File: config.mk
export PLATFORM = sky130hd
export DESIGN_NAME = integer_numeral_parser
export DESIGN_NICKNAME = d
export VERILOG_FILES = /design/src/hdl/inp_pkg.sv /design/src/hdl/inp_fifo.sv /design/src/hdl/inp_front.sv /design/src/hdl/inp_back.sv /design/src/hdl/integer_numeral_parser.sv
export SDC_FILE = /design/constraint.sdc
export NUM_CORES = 1
export LEC_CHECK = 0
export BUFFER_PORTS_ARGS = -buffer_cell sky130_fd_sc_hd__buf_2
export CAP_MARGIN = 20
export CORE_ASPECT_RATIO = 0.75
export CORE_MARGIN = 2
export CORE_UTILIZATION = 30
export DETAILED_ROUTE_END_ITERATION = 16
export MAX_ROUTING_LAYER = met4
export SLEW_MARGIN = 20
export SYNTH_ARGS = -nofsm -noshare
export SYNTH_HDL_FRONTEND = slang
export SYNTH_SLANG_ARGS = --single-unit
File: constraint.sdc
create_clock -name clk -period 14.86 [get_ports clk]
set_input_delay 2.972 -clock clk [delete_from_list [all_inputs] [get_ports clk]]
set_output_delay 2.972 -clock clk [all_outputs]
set_load 0.03 [all_outputs]
File: src/hdl/inp_pkg.sv
// inp_pkg: shared types and constants for the integer numeral parser
// no dependencies; imported by inp_front, inp_back, integer_numeral_parser and the testbench
`default_nettype none

package inp_pkg;

  localparam int VALUE_BITS_DEF = 64;
  localparam int COUNT_BITS_DEF = 16;
  localparam int MID_DEPTH      = 2;
  localparam int OUT_DEPTH      = 2;

  // parse phase of the back part
  typedef enum logic [2:0] {
    PH_LEAD,
    PH_SIGN,
    PH_ZERO,
    PH_DIGITS,
    PH_TRAIL
  } phase_t;

  typedef enum logic [1:0] {
    RADIX_DEC,
    RADIX_OCT,
    RADIX_HEX
  } radix_t;

  // classified character, front to back
  typedef struct packed {
    logic       is_space;
    logic       is_plus;
    logic       is_minus;
    logic       is_zero;
    logic       is_x;
    logic       is_nul;
    logic       alnum;
    logic [5:0] dval;
  } char_class_t;

endpackage

`default_nettype wire

File: src/hdl/inp_fifo.sv
// inp_fifo: small register queue, first word through
// no dependencies; used twice in integer_numeral_parser
`default_nettype none

module inp_fifo #(
  parameter int WIDTH = 8,
  parameter int DEPTH = 2
) (
  input  logic             clk,
  input  logic             rst_n,
  input  logic             push,
  input  logic [WIDTH-1:0] wdata,
  output logic             full,
  input  logic             pop,
  output logic [WIDTH-1:0] rdata,
  output logic             empty
);

  localparam int PW = (DEPTH > 1) ? $clog2(DEPTH) : 1;
  localparam int CW = $clog2(DEPTH + 1);

  logic [WIDTH-1:0] mem_r [DEPTH];
  logic [PW-1:0]    wr_ptr_r, wr_ptr_nxt;
  logic [PW-1:0]    rd_ptr_r, rd_ptr_nxt;
  logic [CW-1:0]    cnt_r, cnt_nxt;

  assign full  = (cnt_r == CW'(DEPTH));
  assign empty = (cnt_r == '0);
  assign rdata = mem_r[rd_ptr_r];

  always_comb begin
    wr_ptr_nxt = wr_ptr_r;
    rd_ptr_nxt = rd_ptr_r;
    cnt_nxt    = cnt_r;
    if (push) begin
      wr_ptr_nxt = (wr_ptr_r == PW'(DEPTH - 1)) ? '0 : wr_ptr_r + 1'b1;
    end
    if (pop) begin
      rd_ptr_nxt = (rd_ptr_r == PW'(DEPTH - 1)) ? '0 : rd_ptr_r + 1'b1;
    end
    if (push && !pop) begin
      cnt_nxt = cnt_r + 1'b1;
    end else if (pop && !push) begin
      cnt_nxt = cnt_r - 1'b1;
    end
  end

  always_ff @(posedge clk) begin
    if (!rst_n) begin
      wr_ptr_r <= '0;
      rd_ptr_r <= '0;
      cnt_r    <= '0;
    end else begin
      wr_ptr_r <= wr_ptr_nxt;
      rd_ptr_r <= rd_ptr_nxt;
      cnt_r    <= cnt_nxt;
    end
  end

  always_ff @(posedge clk) begin
    if (push) begin
      mem_r[wr_ptr_r] <= wdata;
    end
  end

endmodule

`default_nettype wire

File: src/hdl/inp_front.sv
// inp_front: classifies one input byte for the parse engine
// depends on inp_pkg
`default_nettype none

module inp_front
  import inp_pkg::*;
(
  input  logic [7:0]  char_byte,
  output char_class_t cls
);

  localparam logic [7:0] CH_SPACE = 8'h20;
  localparam logic [7:0] CH_TAB   = 8'h09;
  localparam logic [7:0] CH_CR    = 8'h0d;
  localparam logic [7:0] CH_PLUS  = 8'h2b;
  localparam logic [7:0] CH_MINUS = 8'h2d;
  localparam logic [7:0] CH_ZERO  = 8'h30;
  localparam logic [7:0] CH_NINE  = 8'h39;
  localparam logic [7:0] CH_LA    = 8'h61;
  localparam logic [7:0] CH_LZ    = 8'h7a;
  localparam logic [7:0] CH_UA    = 8'h41;
  localparam logic [7:0] CH_UZ    = 8'h5a;
  localparam logic [7:0] CH_LX    = 8'h78;
  localparam logic [7:0] CH_UX    = 8'h58;
  localparam logic [7:0] TEN      = 8'd10;

  logic [7:0] dv;

  always_comb begin
    dv        = '0;
    cls.alnum = 1'b1;
    if (char_byte >= CH_ZERO && char_byte <= CH_NINE) begin
      dv = char_byte - CH_ZERO;
    end else if (char_byte >= CH_LA && char_byte <= CH_LZ) begin
      dv = char_byte - CH_LA + TEN;
    end else if (char_byte >= CH_UA && char_byte <= CH_UZ) begin
      dv = char_byte - CH_UA + TEN;
    end else begin
      cls.alnum = 1'b0;
    end
    cls.dval     = dv[5:0];
    cls.is_space = (char_byte == CH_SPACE) || (char_byte >= CH_TAB && char_byte <= CH_CR);
    cls.is_plus  = (char_byte == CH_PLUS);
    cls.is_minus = (char_byte == CH_MINUS);
    cls.is_zero  = (char_byte == CH_ZERO);
    cls.is_x     = (char_byte == CH_LX) || (char_byte == CH_UX);
    cls.is_nul   = (char_byte == '0);
  end

endmodule

`default_nettype wire

File: src/hdl/inp_back.sv
// inp_back: parse engine, emits a result on nul; one classified byte per cycle
// while bytes wait and no nul meets a full result queue; depends on inp_pkg
`default_nettype none

module inp_back
  import inp_pkg::*;
#(
  parameter int VALUE_BITS = VALUE_BITS_DEF,
  parameter int COUNT_BITS = COUNT_BITS_DEF
) (
  input  logic                  clk,
  input  logic                  rst_n,
  input  logic                  mid_empty,
  input  char_class_t           mid_cls,
  output logic                  mid_pop,
  input  logic                  res_full,
  output logic                  res_push,
  output logic                  res_ok,
  output logic [VALUE_BITS-1:0] res_value,
  output logic [COUNT_BITS-1:0] res_count
);

  localparam int WB = VALUE_BITS + 4;

  phase_t                phase_r, phase_nxt, ph_s;
  radix_t                radix_r, radix_nxt, rad_s;
  logic                  neg_r, neg_nxt, neg_s;
  logic [VALUE_BITS-1:0] mag_r, mag_nxt, mag_s;
  logic                  saw_r, saw_nxt, saw_s;
  logic                  fail_r, fail_nxt, fail_s;
  logic [COUNT_BITS-1:0] cnt_r, cnt_nxt, cnt_s;
  logic                  emit;

  // take a byte unless it is the terminator and the result queue is full
  assign mid_pop  = !mid_empty && (!res_full || !mid_cls.is_nul);
  assign res_push = mid_pop && emit;

  // next state: step the parse, then fall back to the start on the terminator
  always_comb begin
    logic          stop;
    logic [WB-1:0] ext;
    logic [WB-1:0] acc;
    logic [5:0]    base;
    ph_s   = phase_r;
    rad_s  = radix_r;
    neg_s  = neg_r;
    mag_s  = mag_r;
    saw_s  = saw_r;
    fail_s = fail_r;
    cnt_s  = (&cnt_r) ? cnt_r : cnt_r + 1'b1;
    emit   = 1'b0;
    stop   = 1'b0;
    ext    = {4'b0, mag_r};
    acc    = '0;
    base   = 6'd10;

    if (ph_s == PH_LEAD) begin
      if (mid_cls.is_space) begin
        stop = 1'b1;
      end else begin
        ph_s = PH_SIGN;
        if (mid_cls.is_plus || mid_cls.is_minus) begin
          neg_s = mid_cls.is_minus;
          stop  = 1'b1;
        end
      end
    end
    if (!stop) begin
      if (ph_s == PH_SIGN) begin
        if (mid_cls.is_zero) begin
          ph_s = PH_ZERO;
          stop = 1'b1;
        end else begin
          rad_s = RADIX_DEC;
          ph_s  = PH_DIGITS;
        end
      end else if (ph_s == PH_ZERO) begin
        ph_s = PH_DIGITS;
        if (mid_cls.is_x) begin
          rad_s = RADIX_HEX;
          stop  = 1'b1;
        end else begin
          rad_s = RADIX_OCT;
          saw_s = 1'b1;
        end
      end
    end
    // magnitude * base + digit by shifts, top bits flag overflow
    case (rad_s)
      RADIX_HEX: begin
        base = 6'd16;
        acc  = (ext << 4) + WB'(mid_cls.dval);
      end
      RADIX_OCT: begin
        base = 6'd8;
        acc  = (ext << 3) + WB'(mid_cls.dval);
      end
      default: begin
        base = 6'd10;
        acc  = (ext << 3) + (ext << 1) + WB'(mid_cls.dval);
      end
    endcase
    if (!stop && ph_s == PH_DIGITS) begin
      if (mid_cls.alnum && mid_cls.dval < base) begin
        stop = 1'b1;
        if (|acc[WB-1:VALUE_BITS]) begin
          fail_s = 1'b1;
          ph_s   = PH_TRAIL;
        end else begin
          mag_s = acc[VALUE_BITS-1:0];
          saw_s = 1'b1;
        end
      end else begin
        ph_s = PH_TRAIL;
      end
    end
    // trailing phase, also taken by unused phase codes
    if (!stop) begin
      if (!mid_cls.is_nul) begin
        if (!mid_cls.is_space) begin
          fail_s = 1'b1;
        end
      end else begin
        emit = 1'b1;
      end
    end

    if (emit) begin
      phase_nxt = PH_LEAD;
      radix_nxt = RADIX_DEC;
      neg_nxt   = 1'b0;
      mag_nxt   = '0;
      saw_nxt   = 1'b0;
      fail_nxt  = 1'b0;
      cnt_nxt   = '0;
    end else begin
      phase_nxt = ph_s;
      radix_nxt = rad_s;
      neg_nxt   = neg_s;
      mag_nxt   = mag_s;
      saw_nxt   = saw_s;
      fail_nxt  = fail_s;
      cnt_nxt   = cnt_s;
    end
  end

  // result word: range check outside hex, then signed value
  always_comb begin
    logic ok;
    ok = !fail_s && saw_s;
    if (ok && rad_s != RADIX_HEX) begin
      if (!neg_s && mag_s[VALUE_BITS-1]) begin
        ok = 1'b0;
      end
      if (neg_s && mag_s[VALUE_BITS-1] && |mag_s[VALUE_BITS-2:0]) begin
        ok = 1'b0;
      end
    end
    res_ok    = ok;
    res_value = ok ? (neg_s ? ('0 - mag_s) : mag_s) : '0;
    res_count = cnt_s;
  end

  always_ff @(posedge clk) begin
    if (!rst_n) begin
      phase_r <= PH_LEAD;
      radix_r <= RADIX_DEC;
      neg_r   <= 1'b0;
      mag_r   <= '0;
      saw_r   <= 1'b0;
      fail_r  <= 1'b0;
      cnt_r   <= '0;
    end else if (mid_pop) begin
      phase_r <= phase_nxt;
      radix_r <= radix_nxt;
      neg_r   <= neg_nxt;
      mag_r   <= mag_nxt;
      saw_r   <= saw_nxt;
      fail_r  <= fail_nxt;
      cnt_r   <= cnt_nxt;
    end
  end

endmodule

`default_nettype wire

File: src/hdl/integer_numeral_parser.sv
// integer_numeral_parser: top level, byte-wise signed integer numeral parser
// depends on inp_pkg, inp_fifo, inp_front, inp_back
`default_nettype none

// channel   direction  ports                                     handshake
// input     in         in_char_byte                              in_push / in_full
// result    out        out_ok, out_value, out_byte_count         out_empty / out_pop
//
// sustained rate is one byte per cycle while the result queue has room for each result; the parse
//   engine handles one classified word per cycle when one waits, with shifts and adds for the base multiply
// a nul byte goes through the byte queue, after any older waiting bytes, to the engine, whose
//   result is registered in the result queue before it shows on the result ports
// reset is synchronous and clears both queues and the parse state; no clearing pass
// in_full rises when the two-word byte queue is full; the engine holds a nul byte
//   back only while the two-word result queue is full

module integer_numeral_parser
  import inp_pkg::*;
#(
  parameter int VALUE_BITS = VALUE_BITS_DEF,
  parameter int COUNT_BITS = COUNT_BITS_DEF
) (
  input  logic                         clk,
  input  logic                         rst_n,
  input  logic                         in_push,
  output logic                         in_full,
  input  logic [7:0]                   in_char_byte,
  output logic                         out_empty,
  input  logic                         out_pop,
  output logic                         out_ok,
  output logic signed [VALUE_BITS-1:0] out_value,
  output logic [COUNT_BITS-1:0]        out_byte_count
);

  localparam int CW = $bits(char_class_t);
  localparam int RW = 1 + VALUE_BITS + COUNT_BITS;

  char_class_t           front_cls;
  logic [CW-1:0]         mid_rdata;
  char_class_t           mid_cls;
  logic                  mid_empty;
  logic                  mid_pop;
  logic                  res_full;
  logic                  res_push;
  logic                  res_ok;
  logic [VALUE_BITS-1:0] res_value;
  logic [COUNT_BITS-1:0] res_count;
  logic [RW-1:0]         out_rdata;

  // front: classify the incoming byte
  inp_front u_front (
    .char_byte (in_char_byte),
    .cls       (front_cls)
  );

  // short queue between classifier and engine
  inp_fifo #(
    .WIDTH (CW),
    .DEPTH (MID_DEPTH)
  ) u_mid_q (
    .clk   (clk),
    .rst_n (rst_n),
    .push  (in_push && !in_full),
    .wdata (front_cls),
    .full  (in_full),
    .pop   (mid_pop),
    .rdata (mid_rdata),
    .empty (mid_empty)
  );

  assign mid_cls = char_class_t'(mid_rdata);

  // back: parse engine
  inp_back #(
    .VALUE_BITS (VALUE_BITS),
    .COUNT_BITS (COUNT_BITS)
  ) u_back (
    .clk       (clk),
    .rst_n     (rst_n),
    .mid_empty (mid_empty),
    .mid_cls   (mid_cls),
    .mid_pop   (mid_pop),
    .res_full  (res_full),
    .res_push  (res_push),
    .res_ok    (res_ok),
    .res_value (res_value),
    .res_count (res_count)
  );

  // result queue, parts the engine from the consumer
  inp_fifo #(
    .WIDTH (RW),
    .DEPTH (OUT_DEPTH)
  ) u_out_q (
    .clk   (clk),
    .rst_n (rst_n),
    .push  (res_push),
    .wdata ({res_ok, res_value, res_count}),
    .full  (res_full),
    .pop   (out_pop && !out_empty),
    .rdata (out_rdata),
    .empty (out_empty)
  );

  assign out_ok         = out_rdata[RW-1];
  assign out_value      = out_rdata[VALUE_BITS+COUNT_BITS-1:COUNT_BITS];
  assign out_byte_count = out_rdata[COUNT_BITS-1:0];

  // a rejected numeral always carries a zero value
  a_zero_on_fail: assert property (@(posedge clk) disable iff (!rst_n)
    !out_empty && !out_ok |-> out_value == '0)
    else $error("failed numeral with non-zero value");

  // every result comes from a terminator word taken by the engine
  a_push_on_nul: assert property (@(posedge clk) disable iff (!rst_n)
    res_push |-> mid_pop && mid_cls.is_nul)
    else $error("result without terminator");

  // the terminator itself is counted
  a_count_nonzero: assert property (@(posedge clk) disable iff (!rst_n)
    !out_empty |-> out_byte_count != '0)
    else $error("zero byte count");

  // reset leaves both queues empty
  a_reset_empty: assert property (@(posedge clk)
    !rst_n |=> out_empty && !in_full)
    else $error("queues not empty after reset");

endmodule

`default_nettype wire

==> flow_metrics.env <==
export IMPL_status="completed"
export IMPL_dr_first_iter_drc_count=3228
export IMPL_synth_edff_count=188
export IMPL_layout_drive_gt1_share_pct=12.1
export IMPL_grt_overflow=0
export IMPL_finalWeightedCongestion=1.02
export IMPL_min_delay_start="u_back.saw_r"
export IMPL_path_max_fanout=65
export IMPL_post_dp_hpwl_mm=71.1
export IMPL_insertion_delay_ns=0.59
export IMPL_htree_levels=1
export IMPL_holdPathStages=2
export IMPL_ctsHoldBuffers=0
export IMPL_min_period_over_period_pct=59.4
export IMPL_leakagePower_nw=9.42
export IMPL_post_route_drc_count=0
export IMPL_rsz0062_at_grt="no"
export IMPL_cp_slowest_cell="dfxtp_1"
export IMPL_antennaDiodeCount=0
export IMPL_io_pins=95
export IMPL_wl_per_cell_um=23.6
export IMPL_antenna_found_initial=1
export IMPL_synth_distinct_cells=99
export IMPL_ys_seq_elements=286
export IMPL_io_buffers=94
export IMPL_hold_end="u_back.saw_r"
export IMPL_cp_required_ns=15.24
export IMPL_synthCells=2907
export IMPL_via_count=23300
export IMPL_slew_violations=0
export IMPL_core_area_mm2=0.0806
export IMPL_synth_top_family_by_area="simple AND/OR/NAND/NOR gates"
export IMPL_cts_buffer_depth=3
export IMPL_period_minus_slack_ns=8.83
export IMPL_drtPass1Iterations=6
export IMPL_tns_ns=0
export IMPL_synth_nets=3073
export IMPL_maxSlewHeadroom_pct=14.3
export IMPL_synthAdderAreaFrac_pct=8.06
export IMPL_critPathLaunchType="register"
export IMPL_hold_viol=0
export IMPL_clkSinkCount=286
export IMPL_cts_setup_buffers=0
export IMPL_hp_class="register to register"
export IMPL_worstMarginPinSlew_ns=1.28
export IMPL_synth_xor_area_share_pct=7.66
export IMPL_synth_area_mm2=0.0245
export IMPL_syn2layout_area_growth_pct=10.2
export IMPL_cap_viol_max_count=0
export IMPL_cts_resized=0
export IMPL_r2r_slack_ns=6.03
export IMPL_layout_commonest_cell="nand2_1"
export IMPL_synth_compound_area_share_pct=19.9
export IMPL_synth_simple_area_share_pct=22.7
export IMPL_rows=90
export IMPL_max_clock_freq_mhz=113
export IMPL_rr_endpoint="u_out_q.mem_r[1][21]"
export IMPL_finalClockSkew_ns=0.0174
export IMPL_ys_seq_area_share_pct=31.1
export IMPL_synth_area_per_cell_um2=8.42
export IMPL_vdd_drop_max_v=0.000109
export IMPL_setup_violations=0
export IMPL_clk_pin_slew_ns=0.06
export IMPL_cpMostUsedCell="ha_1"
export IMPL_wl_mm=93.7
export IMPL_routed_via_density=5.88
export IMPL_fp_dieH_um=251
export IMPL_grt_max_degree=98
export IMPL_critPathKind="register to register"
export IMPL_grt_pass1_wl_mm=140
export IMPL_synth_mux_area_share_pct=6.17
export IMPL_power_density_mw_per_mm2=127
export IMPL_die_w_um=334
export IMPL_fin_nets=3048
export IMPL_cts_inserted_buffers=31
export IMPL_holdWs_ns=0.479
export IMPL_synthFlopType="edfxtp_1"
export IMPL_cp_slowest_stage_delay_ns=0.79
export IMPL_arrival_ns=9.21
export IMPL_ctsRootBufferMaster="clkbuf_16"
export IMPL_first_global_vias=21000
export IMPL_cts_tree="yes"
export IMPL_cp_end_kind="register"
export IMPL_dieArea_mm2=0.0839
export IMPL_start_util_pct=30.3
export IMPL_reg2reg_depth=29
export IMPL_yosysWarningCount=0
export IMPL_async_flop_share_pct=0
export IMPL_postRouteAntennaNets=0
export IMPL_layout_common_cells="nand2_1, nor2_1, a21oi_1, edfxtp_1, o21ai_0"
export IMPL_grt_use_total_pct=22.2
## layout make-up
class	count	area [um^2]
timing repair buffer	157	943
tap	1058	1320
sequential	286	7610
fill	8404	53700
clock inverter	25	279
inverter	48	180
clock buffer	33	783
multi-input combinational	2358	15800
## synthesized netlist by cell type (all sizes together) (44+ instances only)
cell type | count | share of area, %
inv | 47 | 0.72
a21oi | 192 | 3.9
xor2 | 98 | 3.5
nor4 | 51 | 1.4
edfxtp | 188 | 23
and2 | 66 | 1.7
mux2i | 44 | 1.8
mux2 | 95 | 4.4
dfxtp | 98 | 8.0
nor2 | 272 | 4.2
o21ai | 187 | 3.8
nand3 | 87 | 1.8
xnor2 | 116 | 4.2
nor3 | 83 | 1.7
ha | 148 | 7.6
clkbuf | 164 | 2.5
nand2 | 284 | 4.4
nand4 | 76 | 2.0
buf | 51 | 1.2
## kinds of logic (layout without fill, tap and decap cells)
| family | after synthesis | in the layout |
|---|---|---|
| XOR/XNOR | 214 | 214 |
| flip-flops | 286 | 286 |
| adder cells (fa/ha/maj) | 154 | 154 |
| multiplexers | 139 | 139 |
| AND/OR/NAND/NOR | 1113 | 1113 |
| AO/OA/AOI/OAI | 738 | 738 |
| buffers and inverters | 263 | 263 |
## per-stage QoR
stage                     setup WS, ns  cell area, um^2  util, %  power (mW)  cells
after global routing              5.53            27000     33.4        3.57   3965
after floorplan                   7.11            24500        -        2.05   2907
after CTS                         6.20            27000     33.4        3.40   3965
after detailed placement          6.24            25900     32.1        2.59   3907
final                             6.03            27000     33.4        3.42   3965
after global placement            6.35            25900     32.1        2.59   3907
## how the worst max path moves through the flow
stage,from,end
after CTS,register,u_out_q.mem_r[1][21]
after global placement,register,u_out_q.mem_r[0][77]
after floorplan,register,u_out_q.mem_r[0][0]
after global routing,register,u_out_q.mem_r[1][21]
final,register,u_out_q.mem_r[1][21]
after detailed placement,register,u_out_q.mem_r[1][21]
## critical path, delay by kind of cell (launching register included)
kind	cells	cell delay, ns
buf+inv	3	0.72
flops	1	0.79
fa+ha+maj	4	1.24
mux	1	0.31
compound gates	12	3.59
simple gates	9	1.89
## per-layer routing
| layer | global-route usage [%] | part of all wire (%) |
|---|---|---|
| met1 | 35.3 | 49 |
| met2 | 27.0 | 36 |
| met3 | 6.48 | 13 |
| met4 | 3.13 | 1.4 |
| met5 | - | 0 |
## flip-flops by register name, indices dropped and copies added (netlist names), 2 cells and up, named ones only
register and cells:
u_out_q.mem_r 162, u_out_q.cnt_r 2, u_back.phase_r 3, u_back.mag_r 64
u_back.cnt_r 16, u_mid_q.cnt_r 2, u_mid_q.mem_r 26, u_back.radix_r 2
## where the power goes
part,total (mW),switching (mW),internal [mW]
Sequential,0.976,0.0494,0.926
Combinational,1.64,1.16,0.475
Clock,0.809,0.337,0.472
Total,3.42,1.55,1.87
(Power assumes the default switching activity.)
